File: src/design/sha1sh_pkg.sv
// Shared types, constants and round functions of the SHA-1 stream hasher.
package sha1sh_pkg;

  typedef logic [31:0] word_t;
  typedef logic [4:0][31:0] hvec_t;

  localparam hvec_t H_INIT = {32'hC3D2E1F0, 32'h10325476, 32'h98BADCFE,
                              32'hEFCDAB89, 32'h67452301};

  localparam word_t K_ROUND0 = 32'h5A827999;
  localparam word_t K_ROUND1 = 32'h6ED9EBA1;
  localparam word_t K_ROUND2 = 32'h8F1BBCDC;
  localparam word_t K_ROUND3 = 32'hCA62C1D6;

  localparam logic [7:0] PAD_BYTE = 8'h80;

  localparam logic [6:0] LAST_ROUND = 7'd79;
  localparam logic [6:0] PHASE1_START = 7'd20;
  localparam logic [6:0] PHASE2_START = 7'd40;
  localparam logic [6:0] PHASE3_START = 7'd60;

  localparam logic [5:0] LAST_BYTE_POS = 6'd63;
  localparam logic [4:0] BLOCK_WORDS = 5'd16;
  localparam logic [4:0] LEN_WORD_POS = 5'd14;
  localparam logic [2:0] LAST_DIGEST_IDX = 3'd4;

  localparam int unsigned Q_DEPTH = 2;
  localparam int unsigned Q_PTR_W = $clog2(Q_DEPTH);
  localparam int unsigned Q_CNT_W = $clog2(Q_DEPTH + 1);

  typedef enum logic [1:0] {
    OP_BYTE,
    OP_END,
    OP_BYTE_END
  } q_op_e;

  typedef struct packed {
    q_op_e      op;
    logic [7:0] data;
  } q_entry_t;

  typedef struct packed {
    logic  push;
    word_t word;
    logic  start;
    logic  reset_h;
  } core_ctl_t;

  typedef struct packed {
    logic done;
  } core_sts_t;

  typedef enum logic [1:0] {
    CORE_IDLE,
    CORE_ROUND,
    CORE_ADD
  } core_state_e;

  typedef enum logic [3:0] {
    B_IDLE,
    B_WAIT_BLK,
    B_PAD,
    B_ZFILL,
    B_WAIT_PAD,
    B_LEN_HI,
    B_LEN_LO,
    B_WAIT_FIN,
    B_OUT
  } back_state_e;

  function automatic word_t round_k(logic [6:0] rnd);
    word_t k;
    if (rnd < PHASE1_START) begin
      k = K_ROUND0;
    end else if (rnd < PHASE2_START) begin
      k = K_ROUND1;
    end else if (rnd < PHASE3_START) begin
      k = K_ROUND2;
    end else begin
      k = K_ROUND3;
    end
    return k;
  endfunction

  function automatic word_t round_f(logic [6:0] rnd, word_t b, word_t c, word_t d);
    word_t f;
    if (rnd < PHASE1_START) begin
      f = (b & c) | (~b & d);
    end else if (rnd < PHASE2_START) begin
      f = b ^ c ^ d;
    end else if (rnd < PHASE3_START) begin
      f = (b & c) | (b & d) | (c & d);
    end else begin
      f = b ^ c ^ d;
    end
    return f;
  endfunction

endpackage

File: src/design/sha1sh_if.sv
// Valid/ready channel interfaces for the byte input and the digest output.
interface sha1sh_in_if;
  logic       valid;
  logic       ready;
  logic [7:0] data_byte;
  logic       byte_present;
  logic       end_of_message;

  modport source (output valid, output data_byte, output byte_present,
                  output end_of_message, input ready);
  modport sink (input valid, input data_byte, input byte_present,
                input end_of_message, output ready);
endinterface

interface sha1sh_out_if;
  logic        valid;
  logic        ready;
  logic [31:0] digest_word;
  logic [2:0]  word_index;
  logic        last_word;

  modport source (output valid, output digest_word, output word_index,
                  output last_word, input ready);
  modport sink (input valid, input digest_word, input word_index,
                input last_word, output ready);
endinterface

File: src/design/sha1sh_front.sv
// Input front end: classifies items and holds them in a two-entry queue.
module sha1sh_front (
  input  logic                 clk_i,
  input  logic                 rst_ni,
  sha1sh_in_if.sink            in_i,
  output logic                 q_valid_o,
  output sha1sh_pkg::q_entry_t q_entry_o,
  input  logic                 q_pop_i
);
  import sha1sh_pkg::*;

  q_entry_t             ent_q [Q_DEPTH];
  logic [Q_PTR_W-1:0]   wr_ptr_q, wr_ptr_d;
  logic [Q_PTR_W-1:0]   rd_ptr_q, rd_ptr_d;
  logic [Q_CNT_W-1:0]   cnt_q, cnt_d;
  logic                 push;
  q_entry_t             new_entry;

  assign in_i.ready = (cnt_q != Q_CNT_W'(Q_DEPTH));

  // Items with neither a byte nor an end mark are taken and dropped here.
  always_comb begin
    new_entry.data = in_i.data_byte;
    unique case ({in_i.byte_present, in_i.end_of_message})
      2'b10:   new_entry.op = OP_BYTE;
      2'b01:   new_entry.op = OP_END;
      default: new_entry.op = OP_BYTE_END;
    endcase
    push = in_i.valid && in_i.ready && (in_i.byte_present || in_i.end_of_message);
  end

  always_comb begin
    wr_ptr_d = wr_ptr_q;
    rd_ptr_d = rd_ptr_q;
    cnt_d    = cnt_q;
    if (push) begin
      wr_ptr_d = wr_ptr_q + 1'b1;
    end
    if (q_pop_i) begin
      rd_ptr_d = rd_ptr_q + 1'b1;
    end
    if (push && !q_pop_i) begin
      cnt_d = cnt_q + 1'b1;
    end else if (!push && q_pop_i) begin
      cnt_d = cnt_q - 1'b1;
    end
  end

  always_ff @(posedge clk_i or negedge rst_ni) begin
    if (!rst_ni) begin
      wr_ptr_q <= '0;
      rd_ptr_q <= '0;
      cnt_q    <= '0;
    end else begin
      wr_ptr_q <= wr_ptr_d;
      rd_ptr_q <= rd_ptr_d;
      cnt_q    <= cnt_d;
    end
  end

  always_ff @(posedge clk_i) begin
    if (push) begin
      ent_q[wr_ptr_q] <= new_entry;
    end
  end

  assign q_valid_o = (cnt_q != '0);
  assign q_entry_o = ent_q[rd_ptr_q];

endmodule

File: src/design/sha1sh_core.sv
// Compression engine: rolling message schedule, one SHA-1 round per cycle.
module sha1sh_core (
  input  logic                  clk_i,
  input  logic                  rst_ni,
  input  sha1sh_pkg::core_ctl_t ctl_i,
  output sha1sh_pkg::core_sts_t sts_o,
  output sha1sh_pkg::hvec_t     h_o
);
  import sha1sh_pkg::*;

  core_state_e st_q, st_d;
  logic [6:0]  rnd_q;
  hvec_t       h_q;
  word_t       w_q [16];
  word_t       wv_q [5];
  logic        round_en;
  logic        add_en;
  logic        shift_en;
  word_t       shift_word;
  word_t       sched;
  word_t       tmp;

  always_comb begin
    st_d = st_q;
    unique case (st_q)
      CORE_IDLE:  if (ctl_i.start) st_d = CORE_ROUND;
      CORE_ROUND: if (rnd_q == LAST_ROUND) st_d = CORE_ADD;
      CORE_ADD:   st_d = CORE_IDLE;
      default:    st_d = CORE_IDLE;
    endcase
  end

  always_comb begin
    round_en = 1'b0;
    add_en   = 1'b0;
    unique case (st_q)
      CORE_ROUND: round_en = 1'b1;
      CORE_ADD:   add_en   = 1'b1;
      default:    ;
    endcase
  end

  // The schedule line always holds W[t] at its head; each round appends W[t+16].
  assign sched      = w_q[13] ^ w_q[8] ^ w_q[2] ^ w_q[0];
  assign shift_en   = ctl_i.push || round_en;
  assign shift_word = round_en ? {sched[30:0], sched[31]} : ctl_i.word;

  assign tmp = {wv_q[0][26:0], wv_q[0][31:27]} + round_f(rnd_q, wv_q[1], wv_q[2], wv_q[3])
             + wv_q[4] + round_k(rnd_q) + w_q[0];

  always_ff @(posedge clk_i or negedge rst_ni) begin
    if (!rst_ni) begin
      st_q  <= CORE_IDLE;
      rnd_q <= '0;
      h_q   <= H_INIT;
    end else begin
      st_q <= st_d;
      if (round_en && rnd_q != LAST_ROUND) begin
        rnd_q <= rnd_q + 7'd1;
      end else begin
        rnd_q <= '0;
      end
      if (ctl_i.reset_h) begin
        h_q <= H_INIT;
      end else if (add_en) begin
        for (int i = 0; i < 5; i++) begin
          h_q[i] <= h_q[i] + wv_q[i];
        end
      end
    end
  end

  always_ff @(posedge clk_i) begin
    if (shift_en) begin
      for (int i = 0; i < 15; i++) begin
        w_q[i] <= w_q[i+1];
      end
      w_q[15] <= shift_word;
    end
    if (ctl_i.start) begin
      for (int i = 0; i < 5; i++) begin
        wv_q[i] <= h_q[i];
      end
    end else if (round_en) begin
      wv_q[0] <= tmp;
      wv_q[1] <= wv_q[0];
      wv_q[2] <= {wv_q[1][1:0], wv_q[1][31:2]};
      wv_q[3] <= wv_q[2];
      wv_q[4] <= wv_q[3];
    end
  end

  assign sts_o.done = add_en;
  assign h_o        = h_q;

`ifndef NO_ASSERTIONS
  a_start_idle: assert property (@(posedge clk_i) disable iff (!rst_ni)
    ctl_i.start |-> st_q == CORE_IDLE)
    else $error("compression started while the engine was busy");

  a_push_idle: assert property (@(posedge clk_i) disable iff (!rst_ni)
    ctl_i.push |-> st_q == CORE_IDLE)
    else $error("schedule word loaded during a compression");

  a_add_after_last: assert property (@(posedge clk_i) disable iff (!rst_ni)
    st_q == CORE_ADD |-> $past(st_q) == CORE_ROUND && $past(rnd_q) == LAST_ROUND)
    else $error("chaining update without a full set of rounds");
`endif

endmodule

File: src/design/sha1sh_back.sv
// Back end: byte packing, padding sequence, compression control and digest output.
module sha1sh_back (
  input  logic                 clk_i,
  input  logic                 rst_ni,
  input  logic                 q_valid_i,
  input  sha1sh_pkg::q_entry_t q_entry_i,
  output logic                 q_pop_o,
  sha1sh_out_if.source         out_o
);
  import sha1sh_pkg::*;

  back_state_e st_q, st_d;
  word_t       acc_q, acc_d;
  logic [63:0] bitlen_q, bitlen_d;
  logic [4:0]  wcnt_q, wcnt_d;
  logic [2:0]  idx_q, idx_d;
  logic        out_valid_q;
  word_t       out_word_q;
  logic [2:0]  out_idx_q;
  logic        out_load;
  logic        out_free;
  core_ctl_t   ctl;
  core_sts_t   sts;
  hvec_t       h;
  logic [5:0]  pos;
  logic        has_byte;
  logic        has_end;
  word_t       byte_word;
  word_t       pad_word;

  function automatic word_t lane_put(word_t acc, logic [1:0] lane, logic [7:0] b);
    word_t w;
    w = (lane == 2'd0) ? '0 : acc;
    case (lane)
      2'd0:    w[31:24] = b;
      2'd1:    w[23:16] = b;
      2'd2:    w[15:8]  = b;
      default: w[7:0]   = b;
    endcase
    return w;
  endfunction

  sha1sh_core u_core (
    .clk_i  (clk_i),
    .rst_ni (rst_ni),
    .ctl_i  (ctl),
    .sts_o  (sts),
    .h_o    (h)
  );

  assign pos       = bitlen_q[8:3];
  assign has_byte  = (q_entry_i.op == OP_BYTE) || (q_entry_i.op == OP_BYTE_END);
  assign has_end   = (q_entry_i.op == OP_END) || (q_entry_i.op == OP_BYTE_END);
  assign byte_word = lane_put(acc_q, pos[1:0], q_entry_i.data);
  assign pad_word  = lane_put(acc_q, pos[1:0], PAD_BYTE);
  assign out_free  = !out_valid_q || out_o.ready;

  always_comb begin
    st_d = st_q;
    unique case (st_q)
      B_IDLE: begin
        if (q_valid_i) begin
          if (has_byte && pos == LAST_BYTE_POS) begin
            st_d = B_WAIT_BLK;
          end else if (has_end) begin
            st_d = B_PAD;
          end
        end
      end
      B_WAIT_BLK: begin
        if (sts.done) st_d = has_end ? B_PAD : B_IDLE;
      end
      B_PAD: st_d = B_ZFILL;
      B_ZFILL: begin
        if (wcnt_q == BLOCK_WORDS) begin
          st_d = B_WAIT_PAD;
        end else if (wcnt_q == LEN_WORD_POS) begin
          st_d = B_LEN_HI;
        end
      end
      B_WAIT_PAD: if (sts.done) st_d = B_ZFILL;
      B_LEN_HI:   st_d = B_LEN_LO;
      B_LEN_LO:   st_d = B_WAIT_FIN;
      B_WAIT_FIN: if (sts.done) st_d = B_OUT;
      B_OUT:      if (out_free && idx_q == LAST_DIGEST_IDX) st_d = B_IDLE;
      default:    st_d = B_IDLE;
    endcase
  end

  always_comb begin
    q_pop_o  = 1'b0;
    ctl      = '0;
    acc_d    = acc_q;
    bitlen_d = bitlen_q;
    wcnt_d   = wcnt_q;
    idx_d    = idx_q;
    out_load = 1'b0;
    unique case (st_q)
      B_IDLE: begin
        if (q_valid_i && has_byte) begin
          acc_d    = byte_word;
          bitlen_d = bitlen_q + 64'd8;
          ctl.word = byte_word;
          ctl.push = (pos[1:0] == 2'd3);
          if (pos == LAST_BYTE_POS) begin
            ctl.start = 1'b1;
          end else if (!has_end) begin
            q_pop_o = 1'b1;
          end
        end
      end
      B_WAIT_BLK: begin
        q_pop_o = sts.done && !has_end;
      end
      B_PAD: begin
        ctl.push = 1'b1;
        ctl.word = pad_word;
        wcnt_d   = {1'b0, pos[5:2]} + 5'd1;
      end
      B_ZFILL: begin
        if (wcnt_q == BLOCK_WORDS) begin
          ctl.start = 1'b1;
        end else if (wcnt_q != LEN_WORD_POS) begin
          ctl.push = 1'b1;
          wcnt_d   = wcnt_q + 5'd1;
        end
      end
      B_WAIT_PAD: begin
        if (sts.done) wcnt_d = '0;
      end
      B_LEN_HI: begin
        ctl.push = 1'b1;
        ctl.word = bitlen_q[63:32];
      end
      B_LEN_LO: begin
        ctl.push  = 1'b1;
        ctl.word  = bitlen_q[31:0];
        ctl.start = 1'b1;
      end
      B_WAIT_FIN: begin
        if (sts.done) idx_d = '0;
      end
      B_OUT: begin
        if (out_free) begin
          out_load = 1'b1;
          if (idx_q == LAST_DIGEST_IDX) begin
            // The last digest word is captured, so the next message starts clean.
            ctl.reset_h = 1'b1;
            bitlen_d    = '0;
            q_pop_o     = 1'b1;
          end else begin
            idx_d = idx_q + 3'd1;
          end
        end
      end
      default: ;
    endcase
  end

  always_ff @(posedge clk_i or negedge rst_ni) begin
    if (!rst_ni) begin
      st_q        <= B_IDLE;
      bitlen_q    <= '0;
      wcnt_q      <= '0;
      idx_q       <= '0;
      out_valid_q <= 1'b0;
    end else begin
      st_q     <= st_d;
      bitlen_q <= bitlen_d;
      wcnt_q   <= wcnt_d;
      idx_q    <= idx_d;
      if (out_load) begin
        out_valid_q <= 1'b1;
      end else if (out_o.ready) begin
        out_valid_q <= 1'b0;
      end
    end
  end

  always_ff @(posedge clk_i) begin
    acc_q <= acc_d;
    if (out_load) begin
      out_word_q <= h[idx_q];
      out_idx_q  <= idx_q;
    end
  end

  assign out_o.valid       = out_valid_q;
  assign out_o.digest_word = out_word_q;
  assign out_o.word_index  = out_idx_q;
  assign out_o.last_word   = (out_idx_q == LAST_DIGEST_IDX);

endmodule

File: src/design/sha1_stream_hasher_unit.sv
// SHA-1 stream hasher top level: byte input channel, digest word output channel.
// Bytes enter one per transfer and are packed big-endian into 32-bit words that
// feed a 16-word rolling schedule; each full 64-byte block is compressed by an
// engine that runs one round per cycle, 80 rounds followed by the chaining add.
// An end mark adds padding words, two length words, one or two compressions
// and five digest word outputs; the block then returns to the initial chaining
// values. A two-entry queue between the input classifier and the sequencer lets
// input transfers continue, until the queue is full, while a block is being
// compressed.
module sha1_stream_hasher_unit (
  input  logic          clk_i,
  input  logic          rst_ni,
  sha1sh_in_if.sink     in_i,
  sha1sh_out_if.source  out_o
);
  import sha1sh_pkg::*;

  logic     q_valid;
  q_entry_t q_entry;
  logic     q_pop;

  sha1sh_front u_front (
    .clk_i     (clk_i),
    .rst_ni    (rst_ni),
    .in_i      (in_i),
    .q_valid_o (q_valid),
    .q_entry_o (q_entry),
    .q_pop_i   (q_pop)
  );

  sha1sh_back u_back (
    .clk_i     (clk_i),
    .rst_ni    (rst_ni),
    .q_valid_i (q_valid),
    .q_entry_i (q_entry),
    .q_pop_o   (q_pop),
    .out_o     (out_o)
  );

endmodule
File: src/flat_wrapper.sv
// flat-port wrapper written by rule: the top's interface ports become plain ports
module sha1_stream_hasher_unit_flat import sha1sh_pkg::*;
  (clk_i, rst_ni, in_i_valid, in_i_data_byte, in_i_byte_present, in_i_end_of_message, in_i_ready, out_o_valid, out_o_digest_word, out_o_word_index, out_o_last_word, out_o_ready);
  sha1sh_in_if in_i_i ();
  sha1sh_out_if out_o_i ();
  input  logic clk_i;
  input  logic rst_ni;
  input wire logic [$bits(in_i_i.valid)-1:0] in_i_valid;
  input wire logic [$bits(in_i_i.data_byte)-1:0] in_i_data_byte;
  input wire logic [$bits(in_i_i.byte_present)-1:0] in_i_byte_present;
  input wire logic [$bits(in_i_i.end_of_message)-1:0] in_i_end_of_message;
  output wire logic [$bits(in_i_i.ready)-1:0] in_i_ready;
  output wire logic [$bits(out_o_i.valid)-1:0] out_o_valid;
  output wire logic [$bits(out_o_i.digest_word)-1:0] out_o_digest_word;
  output wire logic [$bits(out_o_i.word_index)-1:0] out_o_word_index;
  output wire logic [$bits(out_o_i.last_word)-1:0] out_o_last_word;
  input wire logic [$bits(out_o_i.ready)-1:0] out_o_ready;
  assign in_i_i.valid = in_i_valid;
  assign in_i_i.data_byte = in_i_data_byte;
  assign in_i_i.byte_present = in_i_byte_present;
  assign in_i_i.end_of_message = in_i_end_of_message;
  assign in_i_ready = in_i_i.ready;
  assign out_o_valid = out_o_i.valid;
  assign out_o_digest_word = out_o_i.digest_word;
  assign out_o_word_index = out_o_i.word_index;
  assign out_o_last_word = out_o_i.last_word;
  assign out_o_i.ready = out_o_ready;
  sha1_stream_hasher_unit u_core (.clk_i(clk_i), .rst_ni(rst_ni), .in_i(in_i_i), .out_o(out_o_i));
endmodule
File: config.mk
export PLATFORM = sky130hd
export DESIGN_NAME = sha1_stream_hasher_unit_flat
export DESIGN_NICKNAME = d
export VERILOG_FILES = /design/src/design/sha1sh_pkg.sv /design/src/design/sha1sh_if.sv /design/src/design/sha1sh_front.sv /design/src/design/sha1sh_core.sv /design/src/design/sha1sh_back.sv /design/src/design/sha1_stream_hasher_unit.sv /design/src/flat_wrapper.sv
export SDC_FILE = /design/constraint.sdc
export NUM_CORES = 2
export LEC_CHECK = 0
export ABC_AREA = 1
export BUFFER_PORTS_ARGS = -buffer_cell sky130_fd_sc_hd__buf_4
export CORE_ASPECT_RATIO = 1.25
export CORE_MARGIN = 8
export CORE_UTILIZATION = 30
export DETAILED_ROUTE_END_ITERATION = 8
export SLEW_MARGIN = 20
export SYNTH_ARGS = -nofsm -noshare
export SYNTH_HDL_FRONTEND = slang
export SYNTH_HIERARCHICAL = 1
export SYNTH_SLANG_ARGS = --single-unit
File: constraint.sdc
create_clock -name clk_i -period 8.6 [get_ports clk_i]
set_clock_uncertainty 0.1 [all_clocks]
set_input_delay 0.86 -clock clk_i [delete_from_list [all_inputs] [get_ports clk_i]]
set_output_delay 0.86 -clock clk_i [all_outputs]
set_load 0.005 [all_outputs]
# Word-level counts from Yosys, hierarchy flattened
# Memory sizes are Yosys's and may differ from the RTL's.
# Cells that the tools add are included.
# classes
n_addsub	18
n_mul	0
div_mod_pow	0
n_lt_le_gt_ge	4
eq_ne	41
n_shift	0
mux	85
n_bitwise	18
reduce_logical	37
# ops
operator	n
two-way mux 32 bit	13
two-way mux 160 bit	2
adder 32 bit	9
two-way mux 64 bit	3
XOR 32 bit	5
AND 32 bit	4
case mux 32 bit (4 select lines)	1
case mux 64 bit (2 select lines)	1
binary-select mux 32 bit (select 3 bit)	1
bitwise OR 32 bit	3
adder 64 x 4 -> 64 bit (second input constant)	1
two-way mux 8 bit	8
two-way mux 4 bit	9
case mux 4 bit (9 select lines)	1
two-way mux 34 bit	1
inverter 32 bit	1
two-way mux 31 bit	1
!= test 2 bit (second input constant)	13
two-way mux 1 bit	25
== test 4 x 3 -> 1 bit (second input constant)	4
two-way mux 5 bit	3
case mux 5 bit (3 select lines)	1
less-than comparator 7 x 6 -> 1 bit (second input constant)	2
AND reduction 4 bit	3
40 further kinds	88
# word_totals
reg_bits	317
latch_bits	0
mem_bits_rw	692
mem_bits_ro	0
input_bits	14
wordCells	224
mem_count	3
# mem_list
name	depth	word_bits	rd	rd_clocked_by_memory_dff	wr	line_no	text
u_core.u_back.u_core.w_q	16	32	16	0	16	sha1sh_core.sv:14	word_t w_q [16];
u_core.u_back.u_core.wv_q	5	32	5	0	5	sha1sh_core.sv:15	word_t wv_q [5];
u_core.u_front.ent_q	2	10	1	0	1	sha1sh_front.sv:12	q_entry_t ent_q [Q_DEPTH];

# Depth between registers and ports, before layout
# An unclocked memory read counts as a cell.
# logic_depth
ltp_word	12
ltp_mapped	27
depth_no_buf	26

# Modules after synthesis
# The synthesis kept the hierarchy.
# by_module_without_submodules
module	instances	cells_each	area_each_um2
sha1sh_core	1	5086	46938.8
sha1sh_back	1	1348	9436.6
sha1sh_front	1	65	1017.2

# Least setup slack after synthesis
# Ideal clock, no wire load.
# synth_path
path_kind	flip-flop to flip-flop
startpoint	reg u_core.u_front.rd_ptr_q
endpoint	mem u_core/u_back/u_core/w_q[0][0] (netlist name) (enable)
setup_ns	0.668
t_arrival_ns	7.549
required_ns	7.832
setup_slack_ns	0.283
stages_incl_launch_ff	10
period_less_slack_ns	8.317
cell_sequence	dfrtp_1 -> buf_6 -> mux2_4 -> inv_1 -> ha_1 -> o21ai_0 -> inv_1 -> nand2_1 -> o211ai_1 -> or2_2
# synth_rtl
item	line_no	text
from (decl)	sha1sh_front.sv:14	logic [Q_PTR_W-1:0] rd_ptr_q, rd_ptr_d;
from (signal assigned)	sha1sh_front.sv:56	rd_ptr_q <= rd_ptr_d;
to (decl)	sha1sh_core.sv:14	

==> qor.csv <==
stage,metric,value,unit
clocking,htreeDepth,3,
cells_and_area,final_core_util,34.0,%
routing,dr.pass1.iters,7,
floorplanning,die_w,407,um
setup_path,startpoint_type,register,
cells_and_area,final_common_cell,nand2_1,
routing,routed_wirelength,208,mm
run_status,outcome,"complete, no violations",
setup_path,worst_ep_required_time,8.99,ns
floorplanning,die_y,505,um
cells_and_area,fin_nets,6910,
clocking,cts_root_buf,clkbuf_16,
clocking,cts.sinks,1006,
sta,fin_setup_tns,0,ns
setup_path,rr_worst_depth,21,
sta,setup_viol,0,
routing,antenna_left,0,
clocking,post_cts_buffers,0,
placement,dp_hpwl,160,mm
placement,gp_congestion,1.01,
floorplanning,die_area,206000,um2
placement,dp_slack,2.97,ns
routing,via_per_inst,4.97,
setup_path,worst-setup-path-type,register to register,
cells_and_area,final_cell_mix,"nand2_1, inv_1, edfxtp_1",
job,drv_cap,0,
routing,drc,0,
sta,worst_slew_pin_slew,1.16,ns
min_path,min_path_cells,1,
grt,antenna_found_initial,6,
clocking,cts_tree,built,
synth,synth_area,57400,um2
synth,syn-num-nets,6843,
sta,slew_headroom,22.6,%
synth,synthCells,6499,
setup_path,r2r_setup_slack,2.94,ns
grt,grt_start_max_net_pins,226,
min_path,holdPathEnd,u_core/u_front/ent_q[0][3],
sta,min_period,5.66,ns
floorplanning,initial_utilization,30.2,%
grt,grt_pass1_vias,44821,
setup_path,worstPathArrival,6.04,ns
floorplanning,core_area,190000,um2
setup_path,rr_startpoint,u_core/u_back/u_core/rnd_q[3],
setup_path,r2r-end,u_core/u_back/u_core/wv_q[0][15],
sta,fmax,177,MHz
min_path,hp-class,primary input to register,
routing,vias,45726,
sta,rsz0062_at_grt,no,
grt,overflow,0,
grt,grt_pass1_wl,300,mm
routing,routedWlPerCell,22.6,um
synth,synth_area_leader_cell,edfxtp_1,
setup_path,cp_max_fo,20,
clocking,worstSkewPairLatency,0.78,ns
grt,track_usage,19.5,%
placement,placement.io_buffers,51,
sta,fin_crit_sh,65.8,%
placement,place_inst,8984,
setup_path,critPathCaptureType,register,
clocking,clk_path_buf_depth,3,
synth,netlist.area_leader.share,39.7,%
floorplanning,io_pins,52,
sta,hold_viol_final,0,
floorplanning,rows,179,
synth,synth.top_cells.by_area,"edfxtp_1, nand2_1, dfrtp_1",
synth,synth_warnings,6,
min_path,holdCritStartpoint,in_i_data_byte[3],
synth,synth-seq-cells,1006,
clocking,clk_pin_slew,0.06,ns
cells_and_area,area_delta_synth_final,12.7,%
synth,avgSynthCellArea,8.83,um2
routing,drt_iter0_markers,3969,
cells_and_area,drive_gt1_share,6.80,%
synth,synth_seq_area_share,50.7,%
cells_and_area,final_cells,9202,
sta,slew_violations,0,
synth,yosys.cell_types.count,60,
clocking,cts_buffers,112,
sta,worst_slack,2.94,ns
==> Yosys cell counts, drive strengths merged <==
cell / instances
nand2: 1906
inv: 1007
edfxtp: 759
nor2: 526
o21ai: 387
nand3: 317
a21oi: 308
ha: 205
dfrtp: 167
fa: 125
xnor2: 113
dfstp: 80
buf: 76
nand4: 76
o22ai: 61
clkbuf: 57
nor3: 49
o21bai: 37
a221o: 32
xor2: 31
o2111ai: 29
nand3b: 20
and2: 18
or2: 17
a221oi: 16
a211oi: 11
nor4: 11
mux2: 10
a31oi: 8
and3: 7
a21o: 5
nor3b: 5
o211ai: 5
o221ai: 5
a22oi: 4
clkinv: 4
o31ai: 3
a21boi: 1
a32o: 1
==> worst max path at each step <==
stage                                        from                               end
floorplan                 u_core/u_front/rd_ptr_q    u_core/u_back/u_core/w_q[0][0]
detailed placement  u_core/u_back/u_core/rnd_q[3]  u_core/u_back/u_core/wv_q[0][15]
CTS                 u_core/u_back/u_core/rnd_q[3]  u_core/u_back/u_core/wv_q[0][29]
finish              u_core/u_back/u_core/rnd_q[3]  u_core/u_back/u_core/wv_q[0][15]
global placement    u_core/u_back/u_core/rnd_q[3]  u_core/u_back/u_core/wv_q[0][29]
global route        u_core/u_back/u_core/rnd_q[3]  u_core/u_back/u_core/wv_q[0][25]
==> routing by layer <==
layer  share of wire (%)  routed length [um]  vias to the layer above  global-route usage (%)
met5              0.0062                  13                        -                       0
met4                 7.6               15900                        2                    12.4
met3                 5.5               11500                      502                    2.69
met2                  48               99600                     1613                    33.2
met1                  39               81200                    22061                    23.1
li1                    -                   -                    21548                       -
==> what timing repair did <==
| item | in CTS | in global routing |
|---|---|---|
| gates resized for setup | 0 | 0 |
| hold endpoints to repair | 1 | 0 |
| hold buffers | 1 | 0 |
==> registers in the layout, indices dropped and copies added (netlist names), 5 cells and up <==
register / flops
u_core/u_back/acc_q: 32
u_core/u_back/bitlen_q: 61
u_core/u_back/u_core/w_q: 512
u_core/u_back/u_core/rnd_q: 7
u_core/u_back/u_core/wv_q: 160
u_core/u_back/wcnt_q: 5
u_core/u_back/u_core/h_o: 160
u_core/u_front/ent_q: 20
u_core/u_back/out_o.digest_word: 32
==> cell families (layout without fill, tap and decap cells) <==
group / Yosys count / after routing / synth area share [%]
AOI/OAI and AO/OA: 913 / 913 / 9.13
xor gates and xnor gates: 144 / 144 / 2.20
adders and majority gates: 330 / 330 / 8.83
buffers and inverters: 1144 / 1311 / 7.73
DFF: 1006 / 1006 / 50.7
muxes: 10 / 10 / 0.255
other: 0 / 2 / 0
and+or+nand+nor: 2952 / 2952 / 21.2
==> per-stage QoR <==
stage	hold slack [ns]	cell area, um2
2_1_floorplan	0.300	57400
3_3_place_gp	0.301	60600
3_5_place_dp	0.305	60700
4_1_cts	0.108	64700
5_1_grt	0.123	64700
6_report	0.170	64700
==> critical path: stages (launching register included) <==
cell and delay [ns]:
dfrtp_1 0.43, o21ai_1 0.28, nand2_4 0.20, nand2_8 0.23
nand2_4 0.24, inv_4 0.32, a221oi_1 0.16, fa_1 0.55
fa_1 0.54, fa_1 0.56, inv_1 0.05, ha_1 0.24
inv_1 0.08, fa_1 0.25, inv_1 0.08, nand2_1 0.07
nand3_1 0.25, nand2_1 0.16, nand2_1 0.13, or2_2 0.30
nand3_1 0.06, o21ai_0 0.09
==> final cells by class <==
class,count,area (um2)
Clock buffer,129,2950
Tap cell,2534,3170
Inverter,1011,3800
Clock inverter,85,1040
Fill cell,19666,125000
Timing Repair Buffer,86,751
Multi-Input combinational cell,4349,23900
Antenna cell,2,5.00
Sequential cell,1006,29100
Power is not shown: default switching activity piles up to over one toggle a cycle in this logic, so the estimate is an artifact.
